===== src/rtl/ppe_pkg.sv =====
// ----------------------------------------------------------------------------
// ppe_pkg
// Types, codes and constants shared by the palette pixel expander files.
// ----------------------------------------------------------------------------
package ppe_pkg;

    // Default sizes for the top level parameters
    localparam int unsigned DEF_PALETTE_ENTRIES = 256;
    localparam int unsigned DEF_MAX_ROW_PIXELS  = 4096;

    // Field widths
    localparam int unsigned LEVEL_W   = 8;
    localparam int unsigned INDEX_W   = 8;
    localparam int unsigned PIXEL_W   = 24;
    localparam int unsigned IMG_W_W   = 13;
    localparam int unsigned PAD_W     = 4;
    localparam int unsigned BITS_W    = 4;
    localparam int unsigned CFG_IDX_W = 3;
    localparam int unsigned CFG_DAT_W = 13;

    // Level scaling: restoring division of a 16-bit dividend, one bit a step
    localparam int unsigned DIV_STEPS = 2 * LEVEL_W;
    localparam int unsigned DIV_CNT_W = $clog2(DIV_STEPS + 1);
    localparam int unsigned MAX_BITS  = LEVEL_W;

    localparam logic [PIXEL_W-1:0] WHITE_PIXEL = 24'hFF_FFFF;

    // Input item kinds
    localparam logic KIND_PALETTE_WR = 1'b0;
    localparam logic KIND_PIXEL      = 1'b1;

    // Output modes
    typedef enum logic [1:0] {
        MODE_INDEX   = 2'd0,
        MODE_PALETTE = 2'd1,
        MODE_DIRECT  = 2'd2
    } t_mode;

    // Configuration register indexes
    typedef enum logic [CFG_IDX_W-1:0] {
        CFG_MODE        = 3'd0,
        CFG_IMAGE_WIDTH = 3'd1,
        CFG_PAD_PIXELS  = 3'd2,
        CFG_RED_BITS    = 3'd3,
        CFG_GREEN_BITS  = 3'd4,
        CFG_BLUE_BITS   = 3'd5,
        CFG_GRAYSCALE   = 3'd6
    } t_cfg_idx;

    // Controller states
    typedef enum logic [1:0] {
        ST_IDLE,
        ST_SCALE,
        ST_EMIT,
        ST_PAD
    } t_state;

    typedef struct packed {
        logic [1:0]           mode;
        logic [IMG_W_W-1:0]   image_width;
        logic [PAD_W-1:0]     pad_pixels;
        logic [BITS_W-1:0]    red_bits;
        logic [BITS_W-1:0]    green_bits;
        logic [BITS_W-1:0]    blue_bits;
        logic                 grayscale;
    } t_cfg;

    typedef struct packed {
        logic                 kind;
        logic [INDEX_W-1:0]   entry_index;
        logic [LEVEL_W-1:0]   red_level;
        logic [LEVEL_W-1:0]   green_level;
        logic [LEVEL_W-1:0]   blue_level;
    } t_pix_in;

    typedef struct packed {
        logic [PIXEL_W-1:0]   pixel_value;
        logic                 is_padding;
        logic                 row_last;
    } t_pix_out;

    typedef struct packed {
        logic [CFG_IDX_W-1:0] index;
        logic [CFG_DAT_W-1:0] value;
    } t_cfg_wr;

    // Reset values of the configuration registers
    localparam t_cfg CFG_RESET = '{
        mode:        2'(MODE_PALETTE),
        image_width: 13'd640,
        pad_pixels:  4'd0,
        red_bits:    4'd8,
        green_bits:  4'd8,
        blue_bits:   4'd8,
        grayscale:   1'b0
    };

endpackage


===== src/rtl/ppe_ifs.sv =====


interface ppe_cfg_if;
    import ppe_pkg::*;

    logic    valid;
    logic    ready;
    t_cfg_wr data;

    modport source (output valid, output data, input ready);
    modport sink   (input valid, input data, output ready);
endinterface


===== src/rtl/ppe_cfg_regs.sv =====
// ----------------------------------------------------------------------------
// ppe_cfg_regs
// Configuration register file. Takes one write transaction per cycle and
// ignores indexes beyond the register list.
// ----------------------------------------------------------------------------
module ppe_cfg_regs (
    input  logic           i_clk,
    input  logic           i_rst_n,
    ppe_cfg_if.sink        i_cfg,
    output ppe_pkg::t_cfg  o_cfg
);
    import ppe_pkg::*;

    t_cfg r_cfg;
    t_cfg n_cfg;

    assign i_cfg.ready = 1'b1;
    assign o_cfg       = r_cfg;

    // Decode the register index and merge the write
    always_comb begin
        n_cfg = r_cfg;
        if (i_cfg.valid) begin
            case (i_cfg.data.index)
                CFG_MODE:        n_cfg.mode        = i_cfg.data.value[1:0];
                CFG_IMAGE_WIDTH: n_cfg.image_width = i_cfg.data.value[IMG_W_W-1:0];
                CFG_PAD_PIXELS:  n_cfg.pad_pixels  = i_cfg.data.value[PAD_W-1:0];
                CFG_RED_BITS:    n_cfg.red_bits    = i_cfg.data.value[BITS_W-1:0];
                CFG_GREEN_BITS:  n_cfg.green_bits  = i_cfg.data.value[BITS_W-1:0];
                CFG_BLUE_BITS:   n_cfg.blue_bits   = i_cfg.data.value[BITS_W-1:0];
                CFG_GRAYSCALE:   n_cfg.grayscale   = i_cfg.data.value[0];
                default: ;
            endcase
        end
    end

    always_ff @(posedge i_clk) begin
        if (!i_rst_n) begin
            r_cfg <= CFG_RESET;
        end else begin
            r_cfg <= n_cfg;
        end
    end

endmodule


===== src/flat_wrapper.sv =====
// flat-port wrapper written by rule: the top's interface ports become plain ports
module ppe_cfg_regs_flat import ppe_pkg::*;
  (i_clk, i_rst_n, o_cfg, i_cfg_valid, i_cfg_data, i_cfg_ready);
  ppe_cfg_if i_cfg_i ();
  input  logic i_clk;
  input  logic i_rst_n;
  output ppe_pkg::t_cfg o_cfg;
  input wire logic [$bits(i_cfg_i.valid)-1:0] i_cfg_valid;
  input wire logic [$bits(i_cfg_i.data)-1:0] i_cfg_data;
  output wire logic [$bits(i_cfg_i.ready)-1:0] i_cfg_ready;
  assign i_cfg_i.valid = i_cfg_valid;
  assign i_cfg_i.data = i_cfg_data;
  assign i_cfg_ready = i_cfg_i.ready;
  ppe_cfg_regs u_core (.i_clk(i_clk), .i_rst_n(i_rst_n), .i_cfg(i_cfg_i), .o_cfg(o_cfg));
endmodule

===== config.mk =====
export PLATFORM = sky130hd
export DESIGN_NAME = ppe_cfg_regs_flat
export DESIGN_NICKNAME = d
export VERILOG_FILES = /design/src/rtl/ppe_pkg.sv /design/src/rtl/ppe_ifs.sv /design/src/rtl/ppe_cfg_regs.sv /design/src/flat_wrapper.sv
export SDC_FILE = /design/constraint.sdc
export NUM_CORES = 1
export LEC_CHECK = 0
export BUFFER_PORTS_ARGS = -buffer_cell sky130_fd_sc_hd__buf_2
export CAP_MARGIN = 15
export CORE_MARGIN = 2
export CORE_UTILIZATION = 42
export DETAILED_ROUTE_END_ITERATION = 8
export GPL_ROUTABILITY_DRIVEN = 0
export PLACE_DENSITY = 0.74
export SYNTH_ARGS = -nofsm -noshare
export SYNTH_HDL_FRONTEND = slang
export SYNTH_SLANG_ARGS = --single-unit

===== constraint.sdc =====
create_clock -name i_clk -period 0.81 [get_ports i_clk]
set_input_delay 0.0405 -clock i_clk [delete_from_list [all_inputs] [get_ports i_clk]]
set_output_delay 0.0405 -clock i_clk [all_outputs]
set_load 0.01 [all_outputs]

==> results.ini <==
[timing]
slew_viol_final=0
min_period_ns=0.836
max_freq_mhz=1200
rsz0062_at_grt=yes
setup_slack_ns=-0.0265
fin_crit_sh=1.03
hold_viol=0
fin_skew_ns=0
setup_violations=20

[synthesis]
netlist_area_um2=1300
yosysSeqAreaShare=0.492
avgSynthCellArea_um2=10.1
synth_top_area_share=0.492
synth_edf_count=0
synth_top_cell_by_area=dfxtp_1
yosysMostFrequentCell=nand2_1
ys_seq_elements=32
async_reset_ff_frac=0
yosys_warnings=0
netlist_instances=129
ys.flop_type=dfxtp_1
synthTopCellsByCount=nand2_1 (37), dfxtp_1 (32), mux2i_1 (32)
synth_area_leaders=dfxtp_1 (49%), mux2i_1 (25%), nand2_1 (11%)
ys_types=13
syn-num-nets=148

[setup_path]
critical_path_arrival_ns=0.80
startpoint_type=flop
worst-path-buf-inv=1
slowest_stage=dfxtp_2
crit_required_ns=0.77
crit_type=reg -> out
cp_cell_sequence=buf_6
end_kind=output pin
path_max_fanout=2
crit_family=flip-flops
cpPeakStageDelay_ns=0.36

[cells_and_area]
largest_register_ffs=32
final_area_um2=2120
diodes=0
drive_gt1_frac=0.527
area_growth_pct=62.4
layout.nets=221

[global_routing]
grt_max_degree=25
track_usage=0.186
grt_pass1_vias=1088
grt_pass1_wl_um=4850
grt-ovfl-total=0
antenna_found_initial=0

[die]
start_util=0.434
die-width_um=59.7
die_h_um=59.7
ios=52
rows=20
coreArea_um2=3000
die_area_um2=3560

[status]
status=finished with violations
violations=setup timing

[placed_design]
numPortBuffers=50
pre_cts_slack_ns=-0.157
dp_hpwl_um=2100
place_area_um2=1640

[routing]
drcViolationCount=0
final_antenna_net_count=0
vias_per_cell=4.83
num_vias=1139
wl_um=3130
wire_per_inst_um=13.3
drt_iter0_drc=40
detail_route.first_pass.iterations=4

[clocking]
tritoncts=yes
cts.clk_slew.worst_paths_ns=0.11
root_buffer=clkbuf_4
insertion_delay_ns=0.32
clockBufferDepth=2
cts_made_buffers=5
clock-sinks=32
htree_levels=2

[pwr]
combPwrFrac=0.123
p_int_mw=2.49
p_sw_frac=0.225
p_clk_frac=0.367
p_sw_mw=0.723
total_power_mw=3.21
pwr_density_cell_nw_per_um2=1520
peakVddDrop_uv=987
p_leak_nw=0.935
p_seq_frac=0.510

[run]
cap_violations=0

[hold_path]
hold_class=in -> reg

cells by family (layout without fill, tap and decap cells):
logic type | count (synthesis) | in the layout | share of synthesized area
simple gates | 54 | 54 | 0.213
mux | 32 | 32 | 0.246
flops | 32 | 32 | 0.492
buf+inv | 10 | 84 | 0.0461
other cells | 1 | 1 | 0.00288
timing repair:
| item | 4_1_cts | 5_1_grt |
|---|---|---|
| hold buffers | 11 | 0 |
| endpoints found under the setup margin | 32 | 38 |
| gates resized for setup | 64 | 2 |
| buffers inserted | 2 | 4 |
| hold endpoints to repair | 11 | 0 |
metrics by stage:
stage | TNS, ns | util | hold slack [ns] | instances
floorplan | 0 | - | 0.183 | 129
global route | -1.39 | 0.705 | 0.0648 | 236
detailed placement | -2.72 | 0.546 | 0.303 | 211
CTS | -0.583 | 0.693 | 0.0433 | 232
finish | -0.210 | 0.705 | 0.0629 | 236
global placement | -1.91 | 0.546 | 0.292 | 211
power by group through the flow:
stage / registers [mW] / clock network (mW) / logic, mW
after global routing: 1.64 / 1.26 / 0.427
final: 1.64 / 1.18 / 0.396
after CTS: 1.64 / 1.20 / 0.386
after floorplan: 1.68 / 0 / 0.138
after detailed placement: 1.66 / 0 / 0.304
after global placement: 1.66 / 0 / 0.296
cell type report:
cell class | instances | area, um^2
clock buffers | 6 | 41.3
fillers | 224 | 887
clock inverters | 2 | 35.0
multi-input cells | 87 | 607
well taps | 33 | 41.3
repair buffers | 76 | 711
flip-flops and latches | 32 | 681
metal layers:
metal	vias up	global-route usage	wire length, um
li1	572	-	-
met1	525	0.188	1260
met2	42	0.343	1650
met3	0	0.0823	220
met4	0	0.0476	0
met5	-	0	0
worst paths after layout:
path                                 start                             to  slack (ns)  cells after the start
max          u_core.o_cfg[16]$_SDFFE_PN0P_                      o_cfg[16]       -0.03                      1
min                          i_cfg_data[3]  u_core.o_cfg[12]$_SDFFE_PN1P_        0.06                      3
max reg2reg  u_core.o_cfg[31]$_SDFFE_PN0P_  u_core.o_cfg[31]$_SDFFE_PN0P_        0.02                      4
min reg2reg  u_core.o_cfg[14]$_SDFFE_PN0P_  u_core.o_cfg[14]$_SDFFE_PN0P_        0.47                      2
layout by cell type (no fill, tap or decap):
cell           instances
and4bb_1               2
buf_12                 3
buf_2                 18
buf_4                 12
buf_6                 32
bufinv_16              1
clkbuf_1               1
clkbuf_4               5
clkinv_2               1
conb_1                 1
dfxtp_2               32
dlygate4sd3_1         11
mux2i_1               32
nand2_1               35
nand2_2                2
nand4b_1               3
nor2b_1               10
nor4b_2                1
nor4bb_1               1
Power figures use the tool's default switching activity.
