`src/rtl/ppe_pkg.sv`:
```
// ----------------------------------------------------------------------------
// ppe_pkg
// Types, codes and constants shared by the palette pixel expander files.
// ----------------------------------------------------------------------------
package ppe_pkg;

    // Default sizes for the top level parameters
    localparam int unsigned DEF_PALETTE_ENTRIES = 256;
    localparam int unsigned DEF_MAX_ROW_PIXELS  = 4096;

    // Field widths
    localparam int unsigned LEVEL_W   = 8;
    localparam int unsigned INDEX_W   = 8;
    localparam int unsigned PIXEL_W   = 24;
    localparam int unsigned IMG_W_W   = 13;
    localparam int unsigned PAD_W     = 4;
    localparam int unsigned BITS_W    = 4;
    localparam int unsigned CFG_IDX_W = 3;
    localparam int unsigned CFG_DAT_W = 13;

    // Level scaling: restoring division of a 16-bit dividend, one bit a step
    localparam int unsigned DIV_STEPS = 2 * LEVEL_W;
    localparam int unsigned DIV_CNT_W = $clog2(DIV_STEPS + 1);
    localparam int unsigned MAX_BITS  = LEVEL_W;

    localparam logic [PIXEL_W-1:0] WHITE_PIXEL = 24'hFF_FFFF;

    // Input item kinds
    localparam logic KIND_PALETTE_WR = 1'b0;
    localparam logic KIND_PIXEL      = 1'b1;

    // Output modes
    typedef enum logic [1:0] {
        MODE_INDEX   = 2'd0,
        MODE_PALETTE = 2'd1,
        MODE_DIRECT  = 2'd2
    } t_mode;

    // Configuration register indexes
    typedef enum logic [CFG_IDX_W-1:0] {
        CFG_MODE        = 3'd0,
        CFG_IMAGE_WIDTH = 3'd1,
        CFG_PAD_PIXELS  = 3'd2,
        CFG_RED_BITS    = 3'd3,
        CFG_GREEN_BITS  = 3'd4,
        CFG_BLUE_BITS   = 3'd5,
        CFG_GRAYSCALE   = 3'd6
    } t_cfg_idx;

    // Controller states
    typedef enum logic [1:0] {
        ST_IDLE,
        ST_SCALE,
        ST_EMIT,
        ST_PAD
    } t_state;

    typedef struct packed {
        logic [1:0]           mode;
        logic [IMG_W_W-1:0]   image_width;
        logic [PAD_W-1:0]     pad_pixels;
        logic [BITS_W-1:0]    red_bits;
        logic [BITS_W-1:0]    green_bits;
        logic [BITS_W-1:0]    blue_bits;
        logic                 grayscale;
    } t_cfg;

    typedef struct packed {
        logic                 kind;
        logic [INDEX_W-1:0]   entry_index;
        logic [LEVEL_W-1:0]   red_level;
        logic [LEVEL_W-1:0]   green_level;
        logic [LEVEL_W-1:0]   blue_level;
    } t_pix_in;

    typedef struct packed {
        logic [PIXEL_W-1:0]   pixel_value;
        logic                 is_padding;
        logic                 row_last;
    } t_pix_out;

    typedef struct packed {
        logic [CFG_IDX_W-1:0] index;
        logic [CFG_DAT_W-1:0] value;
    } t_cfg_wr;

    // Reset values of the configuration registers
    localparam t_cfg CFG_RESET = '{
        mode:        2'(MODE_PALETTE),
        image_width: 13'd640,
        pad_pixels:  4'd0,
        red_bits:    4'd8,
        green_bits:  4'd8,
        blue_bits:   4'd8,
        grayscale:   1'b0
    };

endpackage

```
`src/rtl/ppe_level_div.sv`:
```
// ----------------------------------------------------------------------------
// ppe_level_div
// Scales one color level to 8 bits as level*255/(2^bits-1), saturating at
// 255. Restoring division, one quotient bit per cycle.
// ----------------------------------------------------------------------------
module ppe_level_div (
    input  logic                          i_clk,
    input  logic                          i_rst_n,
    input  logic                          i_start,
    input  logic [ppe_pkg::LEVEL_W-1:0]   i_level,
    input  logic [ppe_pkg::BITS_W-1:0]    i_bits,
    output logic                          o_done,
    output logic [ppe_pkg::LEVEL_W-1:0]   o_level
);
    import ppe_pkg::*;

    logic [DIV_CNT_W-1:0]   r_cnt;
    logic [DIV_CNT_W-1:0]   n_cnt;
    logic [LEVEL_W-1:0]     r_div;
    logic [LEVEL_W-1:0]     n_div;
    logic [LEVEL_W-1:0]     r_rem;
    logic [LEVEL_W-1:0]     n_rem;
    logic [2*LEVEL_W-1:0]   r_quo;
    logic [2*LEVEL_W-1:0]   n_quo;

    logic [BITS_W-1:0]      bits_clamped;
    logic [LEVEL_W:0]       rem_shift;
    logic                   fits;

    // Clamp the bit count to 1..8
    always_comb begin
        if (i_bits == '0) begin
            bits_clamped = BITS_W'(1);
        end else if (i_bits > BITS_W'(MAX_BITS)) begin
            bits_clamped = BITS_W'(MAX_BITS);
        end else begin
            bits_clamped = i_bits;
        end
    end

    assign rem_shift = {r_rem, r_quo[2*LEVEL_W-1]};
    assign fits      = (rem_shift >= {1'b0, r_div});

    // Load on start, otherwise run one division step while steps remain
    always_comb begin
        n_cnt = r_cnt;
        n_div = r_div;
        n_rem = r_rem;
        n_quo = r_quo;
        if (i_start) begin
            n_cnt = DIV_CNT_W'(DIV_STEPS);
            n_div = LEVEL_W'(({1'b0, {LEVEL_W{1'b0}}} | (9'd1 << bits_clamped)) - 9'd1);
            n_rem = '0;
            n_quo = {i_level, {LEVEL_W{1'b0}}} - {{LEVEL_W{1'b0}}, i_level};
        end else if (r_cnt != '0) begin
            n_cnt = r_cnt - DIV_CNT_W'(1);
            n_rem = fits ? LEVEL_W'(rem_shift - {1'b0, r_div}) : rem_shift[LEVEL_W-1:0];
            n_quo = {r_quo[2*LEVEL_W-2:0], fits};
        end
    end

    always_ff @(posedge i_clk) begin
        if (!i_rst_n) begin
            r_cnt <= '0;
        end else begin
            r_cnt <= n_cnt;
        end
    end

    always_ff @(posedge i_clk) begin
        r_div <= n_div;
        r_rem <= n_rem;
        r_quo <= n_quo;
    end

    assign o_done  = (r_cnt == '0);
    assign o_level = (|r_quo[2*LEVEL_W-1:LEVEL_W]) ? {LEVEL_W{1'b1}} : r_quo[LEVEL_W-1:0];

endmodule

```
`config.mk`:
```
export PLATFORM = sky130hd
export DESIGN_NAME = ppe_level_div
export DESIGN_NICKNAME = d
export VERILOG_FILES = /design/src/rtl/ppe_pkg.sv /design/src/rtl/ppe_level_div.sv
export SDC_FILE = /design/constraint.sdc
export NUM_CORES = 1
export LEC_CHECK = 0
export ABC_AREA = 1
export BUFFER_PORTS_ARGS = -buffer_cell sky130_fd_sc_hd__buf_2
export CAP_MARGIN = 20
export CORE_MARGIN = 3
export CORE_UTILIZATION = 25
export DETAILED_ROUTE_END_ITERATION = 10
export GPL_ROUTABILITY_DRIVEN = 0
export PLACE_DENSITY = 0.42
export SYNTH_ARGS = -nofsm -noshare
export SYNTH_HDL_FRONTEND = slang
export SYNTH_SLANG_ARGS = --single-unit
export TNS_END_PERCENT = 10
```
`constraint.sdc`:
```
create_clock -name i_clk -period 1.8 [get_ports i_clk]
set_input_delay 0.54 -clock i_clk [delete_from_list [all_inputs] [get_ports i_clk]]
set_output_delay 0.54 -clock i_clk [all_outputs]
set_load 0.005 [all_outputs]
```
==> impl_metrics.ini, run 1 <==
[synth]
mapped_area_um2 = 2420
synthDominantAreaCellType = edfxtp_1
syn_avg_cell_area_um2 = 7.42
synth.distinct_cells = 33
synth.yosys.seq_area_share = 0.405
yosys_register_bits = 37
synth.top_cell.area_share = 0.298
syn-instance-count = 326
synth.area.top_cells = edfxtp_1 (30%), nand2_1 (12%), dfxtp_1 (11%)
synth.yosys.warnings = 0

[power]
leakage_nw = 1.44
power.ir.vdd_worst_mv = 0.380
power_density_nw_per_um2 = 1150

[grt]
grt_util_all_layers = 0.110
initial_antenna_violation_count = 0
globalRouteOverflowTotal = 0
grt_start_max_net_pins = 22
grt_first_pass_wirelength_um = 9690
grt_pass1_vias = 2013

[critical_path]
critical-path-slowest-cell = edfxtp_1
timing.critical_path.required_ps = 1260
crit_path_cell_trace = nor2_1, nand3_1, nor4_2, buf_4, nand2_1, buf_2
worst_r2r_path_depth = 10
worst_r2r_startpoint = r_quo[15]
timing_worst_setup_path_type = reg2out
largest_driver_fanout_on_the_critical_path = 8
path_delay_family = simple AND/OR/NAND/NOR gates
number_of_stages_on_the_worst_setup_path = 6
critPathLaunchType = flip-flop
critical_path.n_buffers_inverters = 2
crit_path_end_kind = output pin
cpPeakStageDelay_ps = 400
crit_arrival_ps = 1440
destination_of_the_critical_timing_path = o_level[2]
critical_path_launch_point = r_quo[11]
worst-r2r-setup-slack_ps = 60
r2r_end = r_rem[6]

[die]
initial_utilization = 0.259
floorplan.core_area_um2 = 9330
die-area_um2 = 10900
chipHeight_um = 104
chipWidth_um = 104
io-pin-count = 24
number_of_core_rows = 35

[finish]
finish.net_count = 404
most_frequent_standard_cell_in_the_layout_excluding_fill_and_tap_cells = nand2_1
area_growth_syn_to_layout_pct = 24.6
post_route_cells_drive_above_1_share = 0.206
layout.cells.most_common_list = nand2_1 (74), inv_1 (66), nor2_1 (32)
diodes = 0
post-route-util = 0.323

[route]
initialDrtViolationCount = 83
drc = 0
drt.antenna.violating_nets = 0
drt_pass1_iterations = 4
via_per_inst = 4.23
vias = 2147
wire_per_inst_um = 11.4
routed_wirelength_um = 5800

[status]
run_status = finished with violations
failing_checks = setup timing

[place]
io_port_bufs = 23
place_hpwl_um = 4590
dpl_worst_slack_ps = -29.9

[cts]
clk_latency_ps = 300
clockRootBuffer = clkbuf_8
tritoncts_num_sinks = 37
tritoncts.num_buffers = 5
path_clk_slew_ps = 80
cts_tree = built
clock_tree.buffer_depth = 2
cts_htree_levels = 2
setup_repair_bufs_after_cts = 0

[sta]
post-route-period-util = 1.10
fin_worst_skew_ps = 6.43
timing.final.hold_violations = 0
fin_hold_ws_ps = 479
finalCriticalPeriod_ps = 1980
rsz0062_at_grt = yes
report.final.slew_viol_count = 0
setup-violations-final = 9
totalNegativeSetupSlack_ps = -1440
setup_ws_ps = -184
fmaxAchievable_ghz = 0.504

[min_path]
hp-class = in2reg

[flow_run]
drv_cap = 0
## worst min-delay path, stage by stage
cell and delay, ps:
buf_2 100, inv_1 60, a21oi_1 40
## layout make-up
| cell class | count | area [um^2] |
|---|---|---|
| sequential | 37 | 981 |
| multi-input combinational | 216 | 1210 |
| clock buffer | 5 | 68.8 |
| inverter | 69 | 259 |
| timing repair buffer | 48 | 315 |
| tap | 129 | 161 |
| fill | 1001 | 6310 |
| clock inverter | 3 | 17.5 |
## per-layer routing
layer,vias up,wire (um),global-route usage
li1,1141,-,-
met1,981,2950,0.156
met2,20,2640,0.170
met3,5,153,0.0205
met4,0,61,0.0313
met5,-,0,0
## worst min path at each step
stage / from / slack (ps) / depth (start not counted) / to
2_1_floorplan: r_rem[5] / 450 / 2 / r_rem[5]
3_3_place_gp: r_cnt[4] / 460 / 2 / r_cnt[4]
3_5_place_dp: r_cnt[4] / 470 / 2 / r_cnt[4]
4_1_cts: i_rst_n / 470 / 3 / r_cnt[4]
5_1_grt: i_rst_n / 470 / 3 / r_cnt[4]
6_report: i_rst_n / 480 / 3 / r_cnt[4]
## sequential cells by signal, indices dropped and copies added (netlist names)
register / flops
r_quo: 16
r_div: 8
r_rem: 8
r_cnt: 5
## cells in the mapped netlist (all sizes together)
master   n
xor2     3
a22oi    1
clkbuf   4
conb     1
o221ai   1
and2     1
xnor2    4
a31oi    2
nand3   25
o21ai   23
nor3     3
o311ai   1
ha      11
buf      1
fa       1
o21a     2
dfxtp   13
nand4    9
nor4     1
or2      2
a21oi   10
inv     69
nor2    35
edfxtp  24
nand2   79
## repair_timing
action / 4_1_cts / 5_1_grt
hold endpoints to repair: 0 / 0
hold buffers: 0 / 0
gates cloned: 0 / 0
resized for setup: 4 / 8
setup endpoints to repair: 11 / 17
pin swaps: 0 / 1
## power breakdown
group	switching, mW	internal, mW	total, mW
Sequential	0.115	1.11	1.22
Combinational	0.953	0.697	1.65
Clock	0.336	0.269	0.604
## stage by stage
step | total power, mW | cells | instance area [um^2]
2_1_floorplan | 2.31 | 327 | 2420
3_3_place_gp | 2.84 | 499 | 2870
3_5_place_dp | 2.83 | 499 | 2870
4_1_cts | 3.46 | 507 | 2970
5_1_grt | 3.79 | 507 | 3010
6_report | 3.48 | 507 | 3010
## cell families (layout without fill, tap and decap cells)
family | after synthesis | count (layout) | share of synthesized area
adders and majority gates | 12 | 12 | 0.0651
buffers and inverters | 74 | 125 | 0.118
AOI/OAI and AO/OA | 40 | 40 | 0.0915
xor gates and xnor gates | 7 | 7 | 0.0253
and+or+nand+nor | 155 | 155 | 0.293
DFF | 37 | 37 | 0.405
other | 1 | 2 | 0.00155
(Power assumes the default switching activity.)
==> run 2: changes to the inputs <==
--- a/config.mk
+++ b/config.mk
@@ -5,8 +5,7 @@
 export SDC_FILE = /design/constraint.sdc
 export NUM_CORES = 1
 export LEC_CHECK = 0
-export ABC_AREA = 1
-export BUFFER_PORTS_ARGS = -buffer_cell sky130_fd_sc_hd__buf_2
+export BUFFER_PORTS_ARGS = -buffer_cell sky130_fd_sc_hd__buf_4
 export CAP_MARGIN = 20
 export CORE_MARGIN = 3
 export CORE_UTILIZATION = 25
==> run 2 against run 1 <==
Compared with the run above:
- the run still ends with setup timing left
- hold slack gained 0.55 ps
- synthesized cell count decreased by 22%
- clock power is 3% higher
- global-route usage is 1.2 points higher
- sequential cell count stayed put
- die area shrank 1.4%
- critical path depth fell by 1
- combinational power about the same
- cell count fell by 8.7%
- worst setup slack lost 210 ps
- largest cell class unchanged
- highest routed layer unchanged
==> impl_metrics.ini, run 2 <==
[critical_path]
timing.critical_path.required_ps = 1260
crit_arrival_ps = 1650
critical-path-slowest-cell = edfxtp_1
crit_path_end_kind = output pin
worst-r2r-setup-slack_ps = -300
largest_driver_fanout_on_the_critical_path = 7
critPathLaunchType = flip-flop
path_delay_family = simple AND/OR/NAND/NOR gates
cpPeakStageDelay_ps = 440
crit_path_cell_trace = nor4_4, buf_4, nand2_8, or2_4, buf_6
critical_path.n_buffers_inverters = 2
timing_worst_setup_path_type = reg2out

[synth]
synth.top_cell.area_share = 0.302
asyncSetResetFlopFracSynth = 0
synthDominantAreaCellType = edfxtp_1
synth.yosys.seq_area_share = 0.411
ys.flop_type = edfxtp_1
syn-instance-count = 255
synth.yosys.warnings = 0
number_of_flops_mapped_to_enable_cells_by_yosys = 24
synth.most_common_cell = nor2_1
mapped_area_um2 = 2380
synth.distinct_cells = 58
synth.area.top_cells = edfxtp_1 (30%), dfxtp_1 (11%), ha_1 (5.8%)
synthTopCellsByCount = nor2_1 (26), edfxtp_1 (24), inv_1 (19), nand2_1 (15), dfxtp_1 (13)
yosys_register_bits = 37
syn_avg_cell_area_um2 = 9.35

[cts]
tritoncts.num_buffers = 5
cts_tree = built
clock_tree.buffer_depth = 2
clk_latency_ps = 290
cts_htree_levels = 2
path_clk_slew_ps = 80
cts_hold_buf = 0
tritoncts_num_sinks = 37
clockRootBuffer = clkbuf_8

[power]
leakage_nw = 1.35
power_density_nw_per_um2 = 1050
power.combinational.fraction = 0.471
netSwitchingFraction = 0.363
power.net_switching_mw = 1.28
power.internal_mw = 2.24
power.ir.vdd_worst_mv = 0.405
seq_power_share = 0.352
total_power_consumption_of_the_routed_design_mw = 3.52
share_clk_of_total_power = 0.177

[sta]
fin_worst_skew_ps = 3.49
rsz0062_at_grt = yes
report.final.slew_viol_count = 0
fmaxAchievable_ghz = 0.456
setup-violations-final = 18
post-route-period-util = 1.22
totalNegativeSetupSlack_ps = -5370
finalCriticalPeriod_ps = 2190
timing.final.hold_violations = 0
fin_hold_ws_ps = 480
setup_ws_ps = -393

[die]
chipHeight_um = 104
die-area_um2 = 10700
chipWidth_um = 104
initial_utilization = 0.258
number_of_core_rows = 35
floorplan.core_area_um2 = 9240
io-pin-count = 24

[finish]
final.fill_count = 952
post-route-util = 0.364
finish.net_count = 360
largest_reg_flops = 16
post_route_cells_drive_above_1_share = 0.398
stdcell_area_um2 = 3360
diodes = 0
most_frequent_standard_cell_in_the_layout_excluding_fill_and_tap_cells = buf_4
area_growth_syn_to_layout_pct = 40.9
top_regs = r_quo: 16 flops, r_div: 8 flops, r_rem: 8 flops
top_register = r_quo
layout.cells.most_common_list = buf_4 (70), nor2_1 (25), edfxtp_1 (24), inv_1 (18), nand2_1 (14)

[route]
via_per_inst = 4.48
drc = 0
initialDrtViolationCount = 100
routed_wirelength_um = 6340
drt_pass1_iterations = 4
drt.antenna.violating_nets = 0
vias = 2076
wire_per_inst_um = 13.7

[flow_run]
drv_cap = 0

[grt]
grt_util_all_layers = 0.121
globalRouteOverflowTotal = 0
grt_start_max_net_pins = 29
initial_antenna_violation_count = 0
grt_first_pass_wirelength_um = 10500
grt_pass1_vias = 2047

[place]
detailed_place.area_um2 = 3110
place_hpwl_um = 4800
io_port_bufs = 23

[status]
failing_checks = setup timing
run_status = finished with violations

[min_path]
hp-class = in2reg
[run 2: cell count changes after synthesis, sizes merged, moves of 5 or more]
cell	before	now
nand2	79	15
nor2	35	29
nand4	9	1
o21ai	23	17
nand3	25	10
nand2b	0	9
inv	69	20
or2	2	9
mux2	0	6
or3	0	5
[run 2: cell type report]
type | count | area, um^2 | area share
multi-input cells | 191 | 1430 | 0.424
flip-flops and latches | 37 | 981 | 0.292
repair buffers | 78 | 624 | 0.186
well taps | 129 | 161 | 0.0480
clock buffers | 8 | 90.1 | 0.0268
inverters | 20 | 77.6 | 0.0231
[run 2: cells by family (layout without fill, tap and decap cells)]
family | Yosys count | after routing | share of synthesized area
fa+ha+maj | 12 | 12 | 0.0661
buf+inv | 28 | 106 | 0.0451
compound gates | 58 | 58 | 0.177
flops | 37 | 37 | 0.411
xor+xnor | 9 | 9 | 0.0331
simple gates | 103 | 103 | 0.233
other cells | 1 | 2 | 0.00157
mux | 7 | 7 | 0.0325
[run 2: worst register-to-register path: cells and delay by family, from the launching register on]
kind	cells	cell delay (ps)
buffers and inverters	2	280
AND/OR/NAND/NOR	2	310
flip-flops	1	450
AO/OA/AOI/OAI	3	710
adder cells (fa/ha/maj)	1	240
[run 2: power by group through the flow]
stage | sequential [mW] | clock [mW] | combinational, mW
finish | 1.24 | 0.623 | 1.66
global route | 1.26 | 0.693 | 1.84
CTS | 1.23 | 0.646 | 1.59
detailed placement | 1.24 | 0 | 1.56
global placement | 1.24 | 0 | 1.55
floorplan | 1.20 | 0 | 0.952
[run 2: metrics by stage]
step,cells,setup slack (ps)
after detailed placement,452,-327
after global routing,463,-478
after CTS,460,-445
after global placement,452,-268
final,463,-393
after floorplan,256,-80.3
[run 2: metal layers]
layer	global-route usage	wire [um]
met1	0.180	3290
met5	0	0
met2	0.179	2850
met3	0.0212	121
met4	0.0370	74
[run 2: worst paths after layout]
check	from	endpoint	cells past startpoint
max	r_quo[11]	o_level[7]	5
min	i_rst_n	r_cnt[4]	2
max reg2reg	r_quo[15]	r_rem[2]	8
min reg2reg	r_cnt[4]	r_cnt[4]	2
[run 2: what timing repair did]
action / CTS / global route
gates resized for setup: 22 / 13
buffers inserted: 0 / 4
pin swaps: 1 / 3
hold endpoints to repair: 0 / 0
setup endpoints to repair: 18 / 34
gates cloned: 0 / 0
==> run 3: changes to the inputs <==
--- a/config.mk
+++ b/config.mk
@@ -12,6 +12,7 @@
 export DETAILED_ROUTE_END_ITERATION = 10
 export GPL_ROUTABILITY_DRIVEN = 0
 export PLACE_DENSITY = 0.42
+export RECOVER_POWER = 50
 export SYNTH_ARGS = -nofsm -noshare
 export SYNTH_HDL_FRONTEND = slang
 export SYNTH_SLANG_ARGS = --single-unit
==> run 3 against run 2 <==
Compared with the run above:
- combinational power about the same
- clock skew rose by 0.58 ps
- first-iteration DRC count is 4.0% lower
- highest routed layer unchanged
- via count up 0.43%
- sequential power is essentially flat
- clock power about the same
- routed wire length shrank 0.17%
- critical endpoint unchanged
- global-route usage unchanged
- the flow still finishes with violations (setup timing)
==> impl_metrics.ini, run 3 (synthesis gave the netlist of run 2 again) <==
[status]
run_status = finished with violations
failing_checks = setup timing

[sta]
timing.slew.headroom = 0.536
setup_ws_ps = -391
report.final.slew_viol_count = 0
worstMarginPinSlew_ps = 696
finalCriticalPeriod_ps = 2190
fmaxAchievable_ghz = 0.456
post-route-period-util = 1.22
totalNegativeSetupSlack_ps = -5450
fin_worst_skew_ps = 4.06
timing.final.hold_violations = 0
fin_hold_ws_ps = 481
setup-violations-final = 18
rsz0062_at_grt = yes

[critical_path]
crit_arrival_ps = 1650
timing.critical_path.required_ps = 1260
largest_driver_fanout_on_the_critical_path = 7
critPathLaunchType = flip-flop
destination_of_the_critical_timing_path = o_level[7]
worst_r2r_path_depth = 7
r2r_end = r_rem[5]
worst_r2r_startpoint = r_quo[15]
critical_path_launch_point = r_quo[11]
timing_worst_setup_path_type = reg2out
crit_path_end_kind = output pin
worst-r2r-setup-slack_ps = -310

[cts]
clock_tree.buffer_depth = 2
tritoncts_num_sinks = 37
cts_tree = built
clockRootBuffer = clkbuf_8
cts_htree_levels = 2
tritoncts.num_buffers = 5
path_clk_slew_ps = 80
clk_latency_ps = 290

[die]
chipHeight_um = 104
chipWidth_um = 104
die-area_um2 = 10700
floorplan.core_area_um2 = 9240
number_of_core_rows = 35
io-pin-count = 24
initial_utilization = 0.258

[route]
routed_wirelength_um = 6330
vias = 2085
drt_pass1_iterations = 6
drt.antenna.violating_nets = 0
via_per_inst = 4.50
wire_per_inst_um = 13.7
initialDrtViolationCount = 96
drc = 0

[place]
place_hpwl_um = 4800
io_port_bufs = 23
dpl_worst_slack_ps = -327
detailed_place.area_um2 = 3110
placed_cells = 452

[finish]
most_frequent_standard_cell_in_the_layout_excluding_fill_and_tap_cells = buf_4
layout.cells.most_common_list = buf_4 (58), nor2_1 (25), edfxtp_1 (24), inv_1 (18), nand2_1 (14)
stdcell_count = 463
finish.net_count = 360
post-route-util = 0.360
stdcell_area_um2 = 3320
top_regs = r_quo: 16 flops, r_div: 8 flops, r_rem: 8 flops
largest_reg_flops = 16
area_growth_syn_to_layout_pct = 39.3
final.fill_count = 966
top_register = r_quo
post_route_cells_drive_above_1_share = 0.371
diodes = 0

[grt]
globalRouteOverflowTotal = 0
grt_util_all_layers = 0.121
grt_pass1_vias = 2047
grt_start_max_net_pins = 29
grt_first_pass_wirelength_um = 10500
initial_antenna_violation_count = 0

[flow_run]
drv_cap = 0

[power]
leakage_nw = 1.32
power.ir.vdd_worst_mv = 0.408
total_power_consumption_of_the_routed_design_mw = 3.50
power_density_nw_per_um2 = 1050

[min_path]
hp-class = in2reg
run 3: critical path: stages (launching register included):
cell	delay, ps
edfxtp_1	440
nor4_4	290
buf_4	180
nand2_8	80
or2_4	250
buf_6	110
run 3: timing repair:
item / 4_1_cts / 5_1_grt
gates resized for setup: 22 / 13
pin swaps: 1 / 3
hold buffers: 0 / 0
setup endpoints to repair: 18 / 34
buffers inserted: 0 / 4
run 3: power by group:
group | leakage, nW | internal (mW) | switching (mW)
sequential | 0.349 | 1.10 | 0.133
combinational | 0.926 | 0.808 | 0.833
clock | 0.0455 | 0.313 | 0.310
total | 1.32 | 2.23 | 1.28
run 3: layer usage:
layer / track usage / wire length (um)
met1: 0.180 / 3310
met3: 0.0212 / 112
met5: 0 / 0
met4: 0.0370 / 74
met2: 0.179 / 2830
run 3: area by class of cell:
type                            instances  area (um^2)  area share
Multi-Input combinational cell        191         1430       0.429
Sequential cell                        37          981       0.295
Timing Repair Buffer                   78          586       0.176
Tap cell                              129          161      0.0486
Clock buffer                            8         90.1      0.0271
Inverter                               20         77.6      0.0234
run 3: worst min-delay path by stage:
stage                   from       end  slack (ps)  cells past startpoint
finish               i_rst_n  r_cnt[4]         480                      2
global route         i_rst_n  r_cnt[4]         480                      2
CTS                  i_rst_n  r_cnt[4]         480                      2
global placement    r_cnt[4]  r_cnt[4]         500                      2
detailed placement  r_cnt[4]  r_cnt[4]         500                      2
floorplan           r_rem[4]  r_rem[4]         460                      2
